File: config.mk
export PLATFORM = sky130hd
export DESIGN_NAME = csl_merge
export DESIGN_NICKNAME = d
export VERILOG_FILES = /design/src/rtl/core/csl_pkg.sv /design/src/rtl/core/csl_merge.sv
export SDC_FILE = /design/constraint.sdc
export NUM_CORES = 1
export LEC_CHECK = 0
export BUFFER_PORTS_ARGS = -buffer_cell sky130_fd_sc_hd__buf_2
export CAP_MARGIN = 20
export CORE_MARGIN = 4
export CORE_UTILIZATION = 47
export DETAILED_ROUTE_END_ITERATION = 12
export GPL_TIMING_DRIVEN = 0
export PLACE_DENSITY = 0.93
export SLEW_MARGIN = 20
export SYNTH_ARGS = -nofsm -noshare
export SYNTH_HDL_FRONTEND = slang
export SYNTH_SLANG_ARGS = --single-unit
File: constraint.sdc
create_clock -name vclk -period 5.3
set_clock_uncertainty 0.1 [all_clocks]
set_input_delay 0.265 -clock vclk [all_inputs]
set_output_delay 0.265 -clock vclk [all_outputs]
set_load 0.01 [all_outputs]
File: src/rtl/core/csl_pkg.sv
// ----------------------------------------------------------------------------
// Chirotope sign lookup package
// Shared widths, codes, result structures and the binomial coefficient table.
// ----------------------------------------------------------------------------
package csl_pkg;

  localparam int ELEM_W    = 4;
  localparam int RANK_W    = 14;
  localparam int OUT_RANK_W = 10;
  localparam int SIGN_W    = 2;
  localparam int CFG_W     = 4;
  localparam int CFG_IDX_W = 1;
  localparam int BN_N      = 17;
  localparam int BN_K      = 9;
  localparam int BN_NW     = 5;

  typedef enum logic [CFG_IDX_W-1:0] {
    CFG_ELEMENT_COUNT = 1'b0,
    CFG_TUPLE_SIZE    = 1'b1
  } cfg_reg_t;

  localparam logic OP_WRITE = 1'b0;
  localparam logic OP_EVAL  = 1'b1;

  localparam logic [SIGN_W-1:0] SIGN_ZERO = 2'b00;
  localparam logic [SIGN_W-1:0] SIGN_POS  = 2'b01;
  localparam logic [SIGN_W-1:0] SIGN_ILL  = 2'b10;
  localparam logic [SIGN_W-1:0] SIGN_NEG  = 2'b11;

  typedef enum logic [2:0] {
    ST_IDLE,
    ST_LANE,
    ST_MERGE,
    ST_READ,
    ST_OUT
  } state_t;

  typedef struct packed {
    logic              bad;
    logic              dup;
    logic              odd;
    logic [RANK_W-1:0] term;
  } lane_res_t;

  typedef struct packed {
    logic              bad;
    logic              dup;
    logic              odd;
    logic [RANK_W-1:0] rank;
  } merge_res_t;

  typedef logic [BN_N-1:0][BN_K-1:0][RANK_W-1:0] binom_tab_t;

  function automatic binom_tab_t build_binom();
    binom_tab_t tab;
    tab = '0;
    for (int n = 0; n < BN_N; n++) begin
      tab[n][0] = RANK_W'(1);
      for (int k = 1; k < BN_K; k++) begin
        if (n > 0) begin
          tab[n][k] = tab[n-1][k-1] + tab[n-1][k];
        end
      end
    end
    return tab;
  endfunction

  localparam binom_tab_t BINOM_TAB = build_binom();

  function automatic logic [RANK_W-1:0] binom(input logic [BN_NW-1:0] n,
                                              input logic [ELEM_W-1:0] k);
    logic [RANK_W-1:0] val;
    val = '0;
    if (n < BN_NW'(BN_N) && k < ELEM_W'(BN_K)) begin
      val = BINOM_TAB[n][k];
    end
    return val;
  endfunction

endpackage

File: src/rtl/core/csl_merge.sv
// ----------------------------------------------------------------------------
// Chirotope sign lookup merge
// Combines the lane results: sums the rank shares and gathers the flags and
// the permutation parity.
// ----------------------------------------------------------------------------
module csl_merge #(
  parameter int LANES = 8
) (
  input  csl_pkg::lane_res_t [LANES-1:0] lanes,
  output csl_pkg::merge_res_t            res
);
  import csl_pkg::*;

  always_comb begin
    res = '0;
    for (int i = 0; i < LANES; i++) begin
      res.bad  = res.bad | lanes[i].bad;
      res.dup  = res.dup | lanes[i].dup;
      res.odd  = res.odd ^ lanes[i].odd;
      res.rank = res.rank + lanes[i].term;
    end
  end

endmodule

==> results.cfg <==
[logic_synthesis]
yosysWarnings = 0
synth_compound_area_frac = 0.0587
synth_top_family_by_area = adder cells
synth_fa_ha_area_frac = 0.614
synth-xor-area-share = 0.0931
synth_area_um2 = 2730
synth-simple-area-share = 0.0385
synth.avg_cell_area_um2 = 9.01
yosysTopAreaCellShare = 0.550
yosysMostFrequentCell = inv_1
syn_inst = 303
synthMuxAreaShare = 0
synth_cell_types = 26
ys_seq_area_frac = 0
yosysTopAreaCell = fa_1
synth_common_cells = inv_1 (142), fa_1 (75), xnor2_1 (24)
syn_nets = 528
yosys-top-cells-area = fa_1 (55%), inv_1 (20%), xnor2_1 (7.7%)

[layout]
seqCellArea_um2 = 0
clock_buffers = 0
diodes = 0
fillers = 468
seq_cells = 0
drive_above_1_share = 0.342
nets = 683
area_delta_synth_final_pct = 31.4

[min_path]
hold_path_depth = 4
hold_path_class = in -> out
hp-start = lanes[135]
whs_endpoint = res[16]

[placed_design]
hpwlAfterDp_mm = 6.03
numPortBuffers = 153
place.gp.congestion = 0.820

[global_route]
grt_pass1_wl_mm = 10.2
grt.overflow.total = 0
use_met3 = 0.0245
use_met2 = 0.376
track_usage = 0.171
top_usage_layer = met2
first_global_vias = 2634
use_met1 = 0.162
grt_max_degree = 7
antenna_found_initial = 0

[job]
cap_violations = 0

[die]
coreArea_um2 = 5570
rows = 27
io-pin-count = 153
dieWidth_um = 84.2
dieArea_um2 = 7090
start_util = 0.490
dieHeight_um = 84.2

[power_and_ir_drop]
seqPwrFrac = 0
p_leak_nw = 2.17
clock_power_share = 0
power.net_switching_mw = 1.21
sw_frac_of_total = 0.557
internal_power_mw = 0.962
ir_drop_uv = 653
p_per_area_nw_per_um2 = 605
comb_power_share = 1.000
total_power_mw = 2.17

[critical_path]
slowest_delay_ns = 0.55
cp_slowest_cell = fa_1
worst_setup_path_end_kind = output pin
critPathLaunchType = input port
worstPathMaxFanout = 3
cpMostUsedCell = fa_1
critPathArrivalTime_ns = 4.48
critical_path_required_ns = 4.93
critical_path.cell_chain = buf_2 -> inv_1 -> fa_1 -> inv_1 -> fa_1 -> fa_1 -> inv_1 -> fa_1 -> inv_1 -> ha_1 -> fa_1 -> a21o_1 -> a21oi_2 -> o21ai_2 -> a2111o_1 -> o211ai_1 -> buf_2
crit_type = in -> out

[timing]
hold_viol = 0
worst_hold_slack_ns = 0.694
drv_slew = 0
fin_setup_tns_ns = 0
layout_min_cycle_time_ns = 4.85
timing.final.crit_share = 0.915
max_freq_mhz = 206
rsz0062_at_grt = false
finalSetupViolations = 0
slew_headroom = 0.716
worst_slew_pin_slew_ns = 0.415

[cts]
cts_resized = 0
post_cts_buffers = 0
hold_buffers = 0

[status]
status = finished, final reports clean

[drt]
via_per_inst = 4.56
drt-initial-drc-count = 20
detail_route.wirelength_mm = 6.13
postRouteAntennaNets = 0
num_vias = 2410
drt-wirelength-per-cell_um = 11.6
drc = 0
first_pass_iters = 4
==> area by class of cell <==
class / instances / area (um^2) / area share
Inverter: 142 / 533 / 0.149
Multi-Input combinational cell: 161 / 2200 / 0.613
Tap cell: 72 / 90.1 / 0.0251
Timing Repair Buffer: 153 / 766 / 0.214
==> worst max-delay path, delay by kind of cell <==
family                     cells  cell delay [ns]
adders and majority gates      6             2.76
AOI/OAI and AO/OA              5             0.99
buffers and inverters          6             0.44
==> per-layer routing <==
metal,share of wire,wire length (um)
met5,0,0
met3,0.089,546
met2,0.60,3670
met4,0.021,126
met1,0.29,1790
==> per-stage QoR <==
step	std cells	area, um^2	utilization	worst slack [ns]
3_5_place_dp	528	3580	0.643	0.455
6_report	528	3580	0.643	0.452
5_1_grt	528	3580	0.643	0.317
4_1_cts	528	3580	0.643	0.444
3_3_place_gp	528	3580	0.643	0.541
2_1_floorplan	303	2730	-	0.866
==> how the worst max path moves through the flow <==
stage | slack [ns] | from | endpoint
2_1_floorplan | 0.87 | lanes[53] | res[12]
3_3_place_gp | 0.54 | lanes[53] | res[12]
3_5_place_dp | 0.45 | lanes[53] | res[12]
4_1_cts | 0.44 | lanes[53] | res[12]
5_1_grt | 0.32 | lanes[53] | res[12]
6_report | 0.45 | lanes[53] | res[12]
==> logic make-up after synthesis <==
logic type | after synthesis
AOI/OAI and AO/OA | 24
xor gates and xnor gates | 29
adders and majority gates | 89
buffers and inverters | 142
and+or+nand+nor | 19
==> power groups by stage <==
stage               sequential [mW]  clock, mW  combinational [mW]
finish                            0          0                2.17
global route                      0          0                2.43
CTS                               0          0                2.19
detailed placement                0          0                2.18
global placement                  0          0                2.08
floorplan                         0          0                1.49
==> cells in the final DEF (no fill, tap or decap) <==
| cell | n |
|---|---|
| a211o_1 | 1 |
| and2_1 | 1 |
| a2111oi_0 | 1 |
| a21oi_2 | 1 |
| nand3_1 | 1 |
| xor2_1 | 5 |
| ha_1 | 14 |
| a21o_1 | 2 |
| nor2_1 | 3 |
| o211ai_1 | 2 |
| nor3_1 | 1 |
| or3_1 | 1 |
| nor4_2 | 1 |
| o21bai_1 | 2 |
| nor4_1 | 6 |
| a211oi_1 | 1 |
| buf_2 | 153 |
| o21ai_2 | 1 |
| a2111o_1 | 1 |
| o21ai_0 | 5 |
| and3_1 | 1 |
| a31oi_1 | 1 |
| inv_1 | 142 |
| nand2_1 | 4 |
| xnor2_1 | 24 |
| fa_1 | 75 |
| a21oi_1 | 6 |
Power figures use the tool's default switching activity.
