[src/rtl/core/csl_pkg.sv]
// ----------------------------------------------------------------------------
// Chirotope sign lookup package
// Shared widths, codes, result structures and the binomial coefficient table.
// ----------------------------------------------------------------------------
package csl_pkg;

  localparam int ELEM_W    = 4;
  localparam int RANK_W    = 14;
  localparam int OUT_RANK_W = 10;
  localparam int SIGN_W    = 2;
  localparam int CFG_W     = 4;
  localparam int CFG_IDX_W = 1;
  localparam int BN_N      = 17;
  localparam int BN_K      = 9;
  localparam int BN_NW     = 5;

  typedef enum logic [CFG_IDX_W-1:0] {
    CFG_ELEMENT_COUNT = 1'b0,
    CFG_TUPLE_SIZE    = 1'b1
  } cfg_reg_t;

  localparam logic OP_WRITE = 1'b0;
  localparam logic OP_EVAL  = 1'b1;

  localparam logic [SIGN_W-1:0] SIGN_ZERO = 2'b00;
  localparam logic [SIGN_W-1:0] SIGN_POS  = 2'b01;
  localparam logic [SIGN_W-1:0] SIGN_ILL  = 2'b10;
  localparam logic [SIGN_W-1:0] SIGN_NEG  = 2'b11;

  typedef enum logic [2:0] {
    ST_IDLE,
    ST_LANE,
    ST_MERGE,
    ST_READ,
    ST_OUT
  } state_t;

  typedef struct packed {
    logic              bad;
    logic              dup;
    logic              odd;
    logic [RANK_W-1:0] term;
  } lane_res_t;

  typedef struct packed {
    logic              bad;
    logic              dup;
    logic              odd;
    logic [RANK_W-1:0] rank;
  } merge_res_t;

  typedef logic [BN_N-1:0][BN_K-1:0][RANK_W-1:0] binom_tab_t;

  function automatic binom_tab_t build_binom();
    binom_tab_t tab;
    tab = '0;
    for (int n = 0; n < BN_N; n++) begin
      tab[n][0] = RANK_W'(1);
      for (int k = 1; k < BN_K; k++) begin
        if (n > 0) begin
          tab[n][k] = tab[n-1][k-1] + tab[n-1][k];
        end
      end
    end
    return tab;
  endfunction

  localparam binom_tab_t BINOM_TAB = build_binom();

  function automatic logic [RANK_W-1:0] binom(input logic [BN_NW-1:0] n,
                                              input logic [ELEM_W-1:0] k);
    logic [RANK_W-1:0] val;
    val = '0;
    if (n < BN_NW'(BN_N) && k < ELEM_W'(BN_K)) begin
      val = BINOM_TAB[n][k];
    end
    return val;
  endfunction

endpackage

[src/rtl/core/csl_lane.sv]
// ----------------------------------------------------------------------------
// Chirotope sign lookup lane
// Places one tuple element: finds its sorted position, its sorted
// predecessor, its inversions and repeats, and its share of the subset rank.
// ----------------------------------------------------------------------------
module csl_lane #(
  parameter int LANES   = 8,
  parameter int LANE_ID = 0
) (
  input  logic [LANES-1:0][csl_pkg::ELEM_W-1:0] elems,
  input  logic [LANES-1:0]                      used,
  input  logic [csl_pkg::ELEM_W-1:0]            n_elems,
  input  logic [csl_pkg::ELEM_W-1:0]            r_size,
  output csl_pkg::lane_res_t                    res
);
  import csl_pkg::*;

  localparam int CNT_W = (LANES < 2) ? 1 : $clog2(LANES + 1);

  logic [ELEM_W-1:0] own;
  logic [ELEM_W-1:0] pred;
  logic [CNT_W-1:0]  pos;
  logic              odd;
  logic              dup;
  logic [BN_NW-1:0]  a_n;
  logic [BN_NW-1:0]  b_n;
  logic [ELEM_W-1:0] k_sel;
  logic [RANK_W-1:0] term;

  always_comb begin
    own  = elems[LANE_ID];
    pred = '0;
    pos  = '0;
    odd  = 1'b0;
    dup  = 1'b0;
    for (int j = 0; j < LANES; j++) begin
      if (j != LANE_ID && used[j]) begin
        if (elems[j] < own) begin
          pos = pos + CNT_W'(1);
          if (elems[j] > pred) begin
            pred = elems[j];
          end
        end
        if (elems[j] == own) begin
          dup = 1'b1;
        end
        if (j < LANE_ID && elems[j] > own) begin
          odd = ~odd;
        end
      end
    end
    k_sel = r_size - ELEM_W'(pos);
    a_n   = {1'b0, n_elems} - {1'b0, pred};
    b_n   = {1'b0, n_elems} - {1'b0, own} + BN_NW'(1);
    term  = binom(a_n, k_sel) - binom(b_n, k_sel);
  end

  always_comb begin
    res.bad  = used[LANE_ID] && (own == '0 || own > n_elems);
    res.dup  = used[LANE_ID] && dup;
    res.odd  = used[LANE_ID] && odd;
    res.term = used[LANE_ID] ? term : '0;
  end

endmodule

[config.mk]
export PLATFORM = sky130hd
export DESIGN_NAME = csl_lane
export DESIGN_NICKNAME = d
export VERILOG_FILES = /design/src/rtl/core/csl_pkg.sv /design/src/rtl/core/csl_lane.sv
export SDC_FILE = /design/constraint.sdc
export NUM_CORES = 1
export LEC_CHECK = 0
export ABC_AREA = 1
export BUFFER_PORTS_ARGS = -buffer_cell sky130_fd_sc_hd__clkbuf_2
export CORE_MARGIN = 3
export CORE_UTILIZATION = 55
export DETAILED_ROUTE_END_ITERATION = 10
export PLACE_DENSITY = 0.81
export SYNTH_ARGS = -nofsm -noshare
export SYNTH_HDL_FRONTEND = slang
export SYNTH_SLANG_ARGS = --single-unit
[constraint.sdc]
create_clock -name vclk -period 15.2
set_input_delay 1.52 -clock vclk [all_inputs]
set_output_delay 1.52 -clock vclk [all_outputs]
set_load 0.05 [all_outputs]
==> results of run 1 <==
-- repair_timing --
action,4_1_cts,5_1_grt
pin swaps,0,22
gates cloned,0,0
resized for setup,1,72
endpoints found under the setup margin,1,9
buffers inserted,0,18
-- per-layer routing --
| metal | GRT usage [%] | routed length [um] |
|---|---|---|
| met2 | 48.7 | 8810 |
| met4 | 6.08 | 680 |
| met3 | 4.26 | 2380 |
| met5 | 0 | 0 |
| met1 | 43.4 | 8610 |
-- layout by cell type, fill, tap and decap left out, types with 5 or more instances in the layout --
master     count
clkbuf_2      62
buf_4         44
inv_2         16
a22oi_1        5
nor3_1        13
nand2_2       21
a31oi_1       11
nor2_2        11
a21oi_2        7
o21ai_2        5
xnor2_1        5
o21ai_1       17
nor2_4         7
xor2_1         6
o211ai_1      10
nand3_1       64
nand4_1       11
a211oi_1       9
ha_1         103
nor2_1       128
nand2_4        8
o21ai_0       78
a21oi_1       60
nand3_2        8
inv_1        155
nand2_1      182
o2111ai_1      5
o22ai_1        8
-- layout make-up --
class / instances / area [sq um]
fillers: 985 / 3540
repair buffers: 111 / 706
inverters: 174 / 657
well taps: 136 / 170
multi-input cells: 857 / 5430
-- final timing paths --
path / from / to / slack [ps] / depth (start not counted)
max: elems[1] / res[13] / 690 / 95
min: used[0] / res[13] / 3540 / 4
-- stage by stage --
stage	worst slack [ps]	cells	hold slack, ps	cell area, sq um	setup TNS (ps)
final	694	1278	3540	6960	0
after global routing	-286	1278	3570	6960	-724
after CTS	38.4	1260	3570	6620	0
after detailed placement	-36.8	1260	3570	6620	-36.8
after global placement	353	1260	3570	6620	0
after floorplan	521	1067	3360	6060	0
-- Yosys cell counts, types with 5 or more instances --
cell       count
nand2_1      188
inv_1        160
nor2_1       135
ha_1         108
o21ai_0       93
a21oi_1       67
nand3_1       66
clkbuf_1      29
nand2_2       17
nor3_1        13
a31oi_1       11
nand4_1       11
a211oi_1      10
inv_2         10
o211ai_1      10
o22ai_1        8
nand2_4        6
nand3_2        6
nor2_2         6
o21ai_1        6
xor2_1         6
a22oi_1        5
nor2_4         5
o2111ai_1      5
o311ai_0       5
or2_2          5
xnor2_1        5
-- logic make-up after synthesis --
group                      share of synthesized area [%]
adders and majority gates                           23.6
xor gates and xnor gates                            1.59
and+or+nand+nor                                     35.1
other                                             0.0619
muxes                                              0.165
buffers and inverters                               13.1
AOI/OAI and AO/OA                                   26.3
==> flow_summary.toml, run 1 <==
[outcome]
status = "finished clean"

[finish]
antenna_cells = 0
final_layout_size_suffix_gt1_share_pct = 18.5
syn_to_final_growth_pct = 15.0
n_sequential_cell = 0
fin_nets = 1304
clock_buffers = 0
ff_latch_area_sq_um = 0
utilization_pct = 66.3

[timing]
final_hold_viol_count = 0
post-route-min-period_ps = 14510
relSlewSlack_pct = 32.8
worst_slew_pin_slew_ps = 998
max_freq_ghz = 0.0689
fin_crit_sh_pct = 95.4
setup_violations = 0
slew_violations = 0

[yosys]
yosys-top-cells-area = "ha_1 (22%), nand2_1 (12%), inv_1 (9.9%), nor2_1 (8.4%), o21ai_0 (7.7%)"
syn_area_sq_um = 6060
synth_nets = 1227
yosys.area.top_type_share_pct = 22.3
yosysSeqAreaShare_pct = 0
synthesis.instances = 1067
yosysTopAreaCell = "ha_1"
synth_cell_type_count = 63
synth_area_per_cell_sq_um = 5.68
yosysWarnings = 0

[critical_path]
cp_data_required_time_ps = 13680
critical_path.startpoint_type = "primary input"
worstPathBufferInverterCount = 18
critPathKind = "primary input to primary output"
cpMaxStageDelayCell = "o21ai_0"
cp_top_family = "simple AND/OR/NAND/NOR gates"
critPathMaxStageDelay_ps = 320
crit_fanout = 8
cp.arrival_ps = 12990
end_kind = "primary output"
path_common_cell = "nand2_1"

[routing]
wl_per_cell_um = 16.0
drt-initial-drc-count = 1274
routed-via-count = 7792
vias_per_cell = 6.10
routed_wirelength_um = 20500
route.detailed.drc = 0
first_pass_iters = 7
ant_nets = 0

[floorplanning]
row_count = 37
ios = 65
chipHeight_um = 111
coreArea_sq_um = 10500
dieArea_sq_um = 12300
fp.dieW_um = 111
floorplan.initialDensity_pct = 57.6

[global_route]
grt_pass1_vias = 6914
grt-ovfl-total = 0
grt_max_degree = 37
antenna_found_initial = 0
grt_pass1_wl_um = 32600
grt_usage_pct = 30.4

[cts]
cts_hold_buf = 0

[worst_hold_path]
hp-class = "primary input to primary output"

[placement]
port_buffers = 64
hpwl_um = 15900
gp_congestion = 1.00

[run]
drv_cap = 0
Power of run 1 is not shown: default switching activity piles up to over one toggle a cycle in this logic, so the estimate is an artifact.
==> inputs of run 2 (changes only) <==
--- a/config.mk
+++ b/config.mk
@@ -10,7 +10,7 @@
 export CORE_MARGIN = 3
 export CORE_UTILIZATION = 55
 export DETAILED_ROUTE_END_ITERATION = 10
-export PLACE_DENSITY = 0.81
+export PLACE_DENSITY = 0.72
 export SYNTH_ARGS = -nofsm -noshare
 export SYNTH_HDL_FRONTEND = slang
 export SYNTH_SLANG_ARGS = --single-unit
==> constraint.sdc (replaced) <==
create_clock -name vclk -period 17.68
set_input_delay 1.768 -clock vclk [all_inputs]
set_output_delay 1.768 -clock vclk [all_outputs]
set_load 0.05 [all_outputs]
==> flow_summary.toml, run 2 (same netlist as run 1, synthesis figures left out) <==
[floorplanning]
fp.dieW_um = 111
row_count = 37
chipHeight_um = 111
ios = 65
coreArea_sq_um = 10500
floorplan.initialDensity_pct = 57.6
dieArea_sq_um = 12300

[run]
drv_cap = 0

[finish]
layout_common_cells = "nand2_1 (188), inv_1 (159), nor2_1 (135)"
stdcell_area_sq_um = 6550
n_sequential_cell = 0
multi_input_area_sq_um = 5270
final_layout_size_suffix_gt1_share_pct = 13.0
fin_nets = 1275
n_fill_cell = 1053
ff_latch_area_sq_um = 0
utilization_pct = 62.3
final_common_cell = "nand2_1"
syn_to_final_growth_pct = 8.08
antenna_cells = 0
clock_buffers = 0

[critical_path]
worstPathBufferInverterCount = 23
critPathKind = "primary input to primary output"
cp_top_family = "simple AND/OR/NAND/NOR gates"
critPathMaxStageDelay_ps = 560
cp_data_required_time_ps = 15910
cp.arrival_ps = 14530
path_common_cell = "inv_1"
critical_path.startpoint_type = "primary input"
cp-startpoint = "elems[1]"
cpMaxStageDelayCell = "fa_2"
crit_fanout = 13
end_kind = "primary output"

[placement]
port_buffers = 64
dpl_cell_area_sq_um = 6530
gp_congestion = 1.03
hpwl_um = 16100

[timing]
grt_setup_unrepaired = "false"
worst_slew_pin_slew_ps = 794
final_hold_viol_count = 0
max_freq_ghz = 0.0613
slew_violations = 0
hold-worst-slack_ps = 4050
fin_crit_sh_pct = 92.2
tns_ps = 0
setup_violations = 0
relSlewSlack_pct = 46.8
post-route-min-period_ps = 16300

[global_route]
grt_max_degree = 38
grt_pass1_vias = 6838
grt_pass1_wl_um = 33100
grt-ovfl-total = 0
antenna_found_initial = 0
grt_usage_pct = 31.0

[routing]
routed-via-count = 7490
drt-initial-drc-count = 909
routed_wirelength_um = 20000
first_pass_iters = 7
ant_nets = 0
route.detailed.drc = 0
wl_per_cell_um = 16.0
vias_per_cell = 6.00

[worst_hold_path]
hp-class = "primary input to primary output"
worstHoldStart = "used[0]"

[outcome]
status = "finished clean"

[cts]
cts_hold_buf = 0
[run 2: worst paths after layout]
| path | to | slack [ps] | depth (start not counted) |
|---|---|---|---|
| worst max-delay path | res[13] | 1380 | 99 |
| worst min-delay path | res[6] | 4050 | 4 |
[run 2: repair_timing]
| item | in CTS | in global routing |
|---|---|---|
| setup endpoints to repair | 0 | 2 |
| gates resized for setup | 0 | 4 |
| buffers inserted | 0 | 2 |
[run 2: cell type report]
cell class / instances / area share (%)
multi-input combinational: 857 / 80.4
timing repair buffer: 82 / 6.96
inverter: 174 / 10.0
tap: 136 / 2.60
[run 2: metrics by stage]
stage               setup WS (ps)  cells
floorplan                    2510   1067
global placement             1640   1247
detailed placement           1340   1247
CTS                          1320   1247
global route                 56.1   1249
finish                       1380   1249
[run 2: per-layer routing]
| layer | track usage, % | share of wire, % |
|---|---|---|
| met1 | 46.6 | 45 |
| met2 | 45.4 | 40 |
| met3 | 5.08 | 12 |
| met4 | 7.47 | 2.7 |
| met5 | 0 | 0 |
[run 2: tightest hold or removal path, cell delays in order]
cell,delay (ps)
clkbuf_2,160
nand2_1,100
nor2_1,30
clkbuf_2,220
Power of run 2 is left out for the same reason.
==> inputs of run 3 (changes only) <==
--- a/config.mk
+++ b/config.mk
@@ -10,7 +10,7 @@
 export CORE_MARGIN = 3
 export CORE_UTILIZATION = 55
 export DETAILED_ROUTE_END_ITERATION = 10
-export PLACE_DENSITY = 0.72
+export PLACE_DENSITY = 0.75
 export SYNTH_ARGS = -nofsm -noshare
 export SYNTH_HDL_FRONTEND = slang
 export SYNTH_SLANG_ARGS = --single-unit
==> flow_summary.toml, run 3 (same netlist as run 1, synthesis figures left out) <==
[routing]
vias_per_cell = 6.05
routed-via-count = 7505
first_pass_iters = 7
routed_wirelength_um = 19800
drt-initial-drc-count = 987
ant_nets = 0
wl_per_cell_um = 16.0
route.detailed.drc = 0

[finish]
final_common_cell = "nand2_1"
fin_nets = 1267
multi_input_area_sq_um = 5270
final_layout_size_suffix_gt1_share_pct = 12.6
n_fill_cell = 1107
n_sequential_cell = 0
ff_latch_area_sq_um = 0
layout_common_cells = "nand2_1 (188), inv_1 (158), nor2_1 (134)"
antenna_cells = 0
clock_buffers = 0
syn_to_final_growth_pct = 7.19

[timing]
relSlewSlack_pct = 29.3
max_freq_ghz = 0.0607
hold-worst-slack_ps = 4070
post-route-min-period_ps = 16480
fin_crit_sh_pct = 93.2
final_hold_viol_count = 0
slew_violations = 0
worst_slew_pin_slew_ps = 1050
tns_ps = 0
setup_violations = 0

[critical_path]
worstPathBufferInverterCount = 22
crit_fanout = 13
path_common_cell = "nand2_1"
cp_top_family = "simple AND/OR/NAND/NOR gates"
critPathKind = "primary input to primary output"
cp-startpoint = "elems[1]"
end_kind = "primary output"
cp.arrival_ps = 14710
cpMaxStageDelayCell = "fa_2"
critical_path.startpoint_type = "primary input"
cp_data_required_time_ps = 15910
critPathMaxStageDelay_ps = 570
cp.depth = 98
crit_end = "res[13]"

[global_route]
met1_usage_pct = 46.3
grtUsageMet2_pct = 46.5
grt_usage_pct = 30.8
antenna_found_initial = 0
grt_use_met3_pct = 4.26
grt_pass1_vias = 6732
busiest_layer = "met2"
grt_pass1_wl_um = 32900
grt_max_degree = 38
grt-ovfl-total = 0

[worst_hold_path]
worstHoldStart = "used[0]"
hp-class = "primary input to primary output"

[placement]
gp_congestion = 1.08
port_buffers = 64
hpwl_um = 16000

[floorplanning]
dieArea_sq_um = 12300
floorplan.initialDensity_pct = 57.6
ios = 65
chipHeight_um = 111
coreArea_sq_um = 10500
fp.dieW_um = 111
row_count = 37

[run]
drv_cap = 0

[outcome]
status = "finished clean"

[cts]
cts_hold_buf = 0
-- run 3: cell type report --
class | count | area share [%]
inverters | 174 | 10.2
multi-input cells | 857 | 81.1
well taps | 136 | 2.62
repair buffers | 74 | 6.09
-- run 3: worst min-delay path by stage --
stage / cells after the start / to / slack, ps
after global placement: 4 / res[6] / 4060
after CTS: 4 / res[6] / 4060
after global routing: 4 / res[6] / 4100
after detailed placement: 4 / res[6] / 4060
after floorplan: 2 / res[0] / 3860
final: 4 / res[6] / 4070
-- run 3: through the flow --
step                      utilization, %  cells  cell area, sq um  setup WS [ps]
after global placement              61.7   1241              6480           1430
after detailed placement            61.7   1241              6480           1080
after floorplan                        -   1067              6060           2510
after CTS                           61.7   1241              6480           1050
final                               61.8   1241              6490           1200
after global routing                61.8   1241              6490          -14.2
-- run 3: layer usage --
metal / share of wire [%] / up-vias
li1: - / 3700
met5: 0 / -
met2: 40 / 483
met1: 45 / 3258
met3: 12 / 64
met4: 2.8 / 0
-- run 3: repair_timing --
| action | in CTS | in global routing |
|---|---|---|
| setup endpoints to repair | 0 | 3 |
| setup buffers | 0 | 0 |
| resized for setup | 0 | 6 |
-- run 3: tightest hold or removal path: cells and delay by family --
| family | cells | cell delay (ps) |
|---|---|---|
| and+or+nand+nor | 2 | 130 |
| buffers and inverters | 2 | 390 |
Power of run 3 is left out for the same reason.
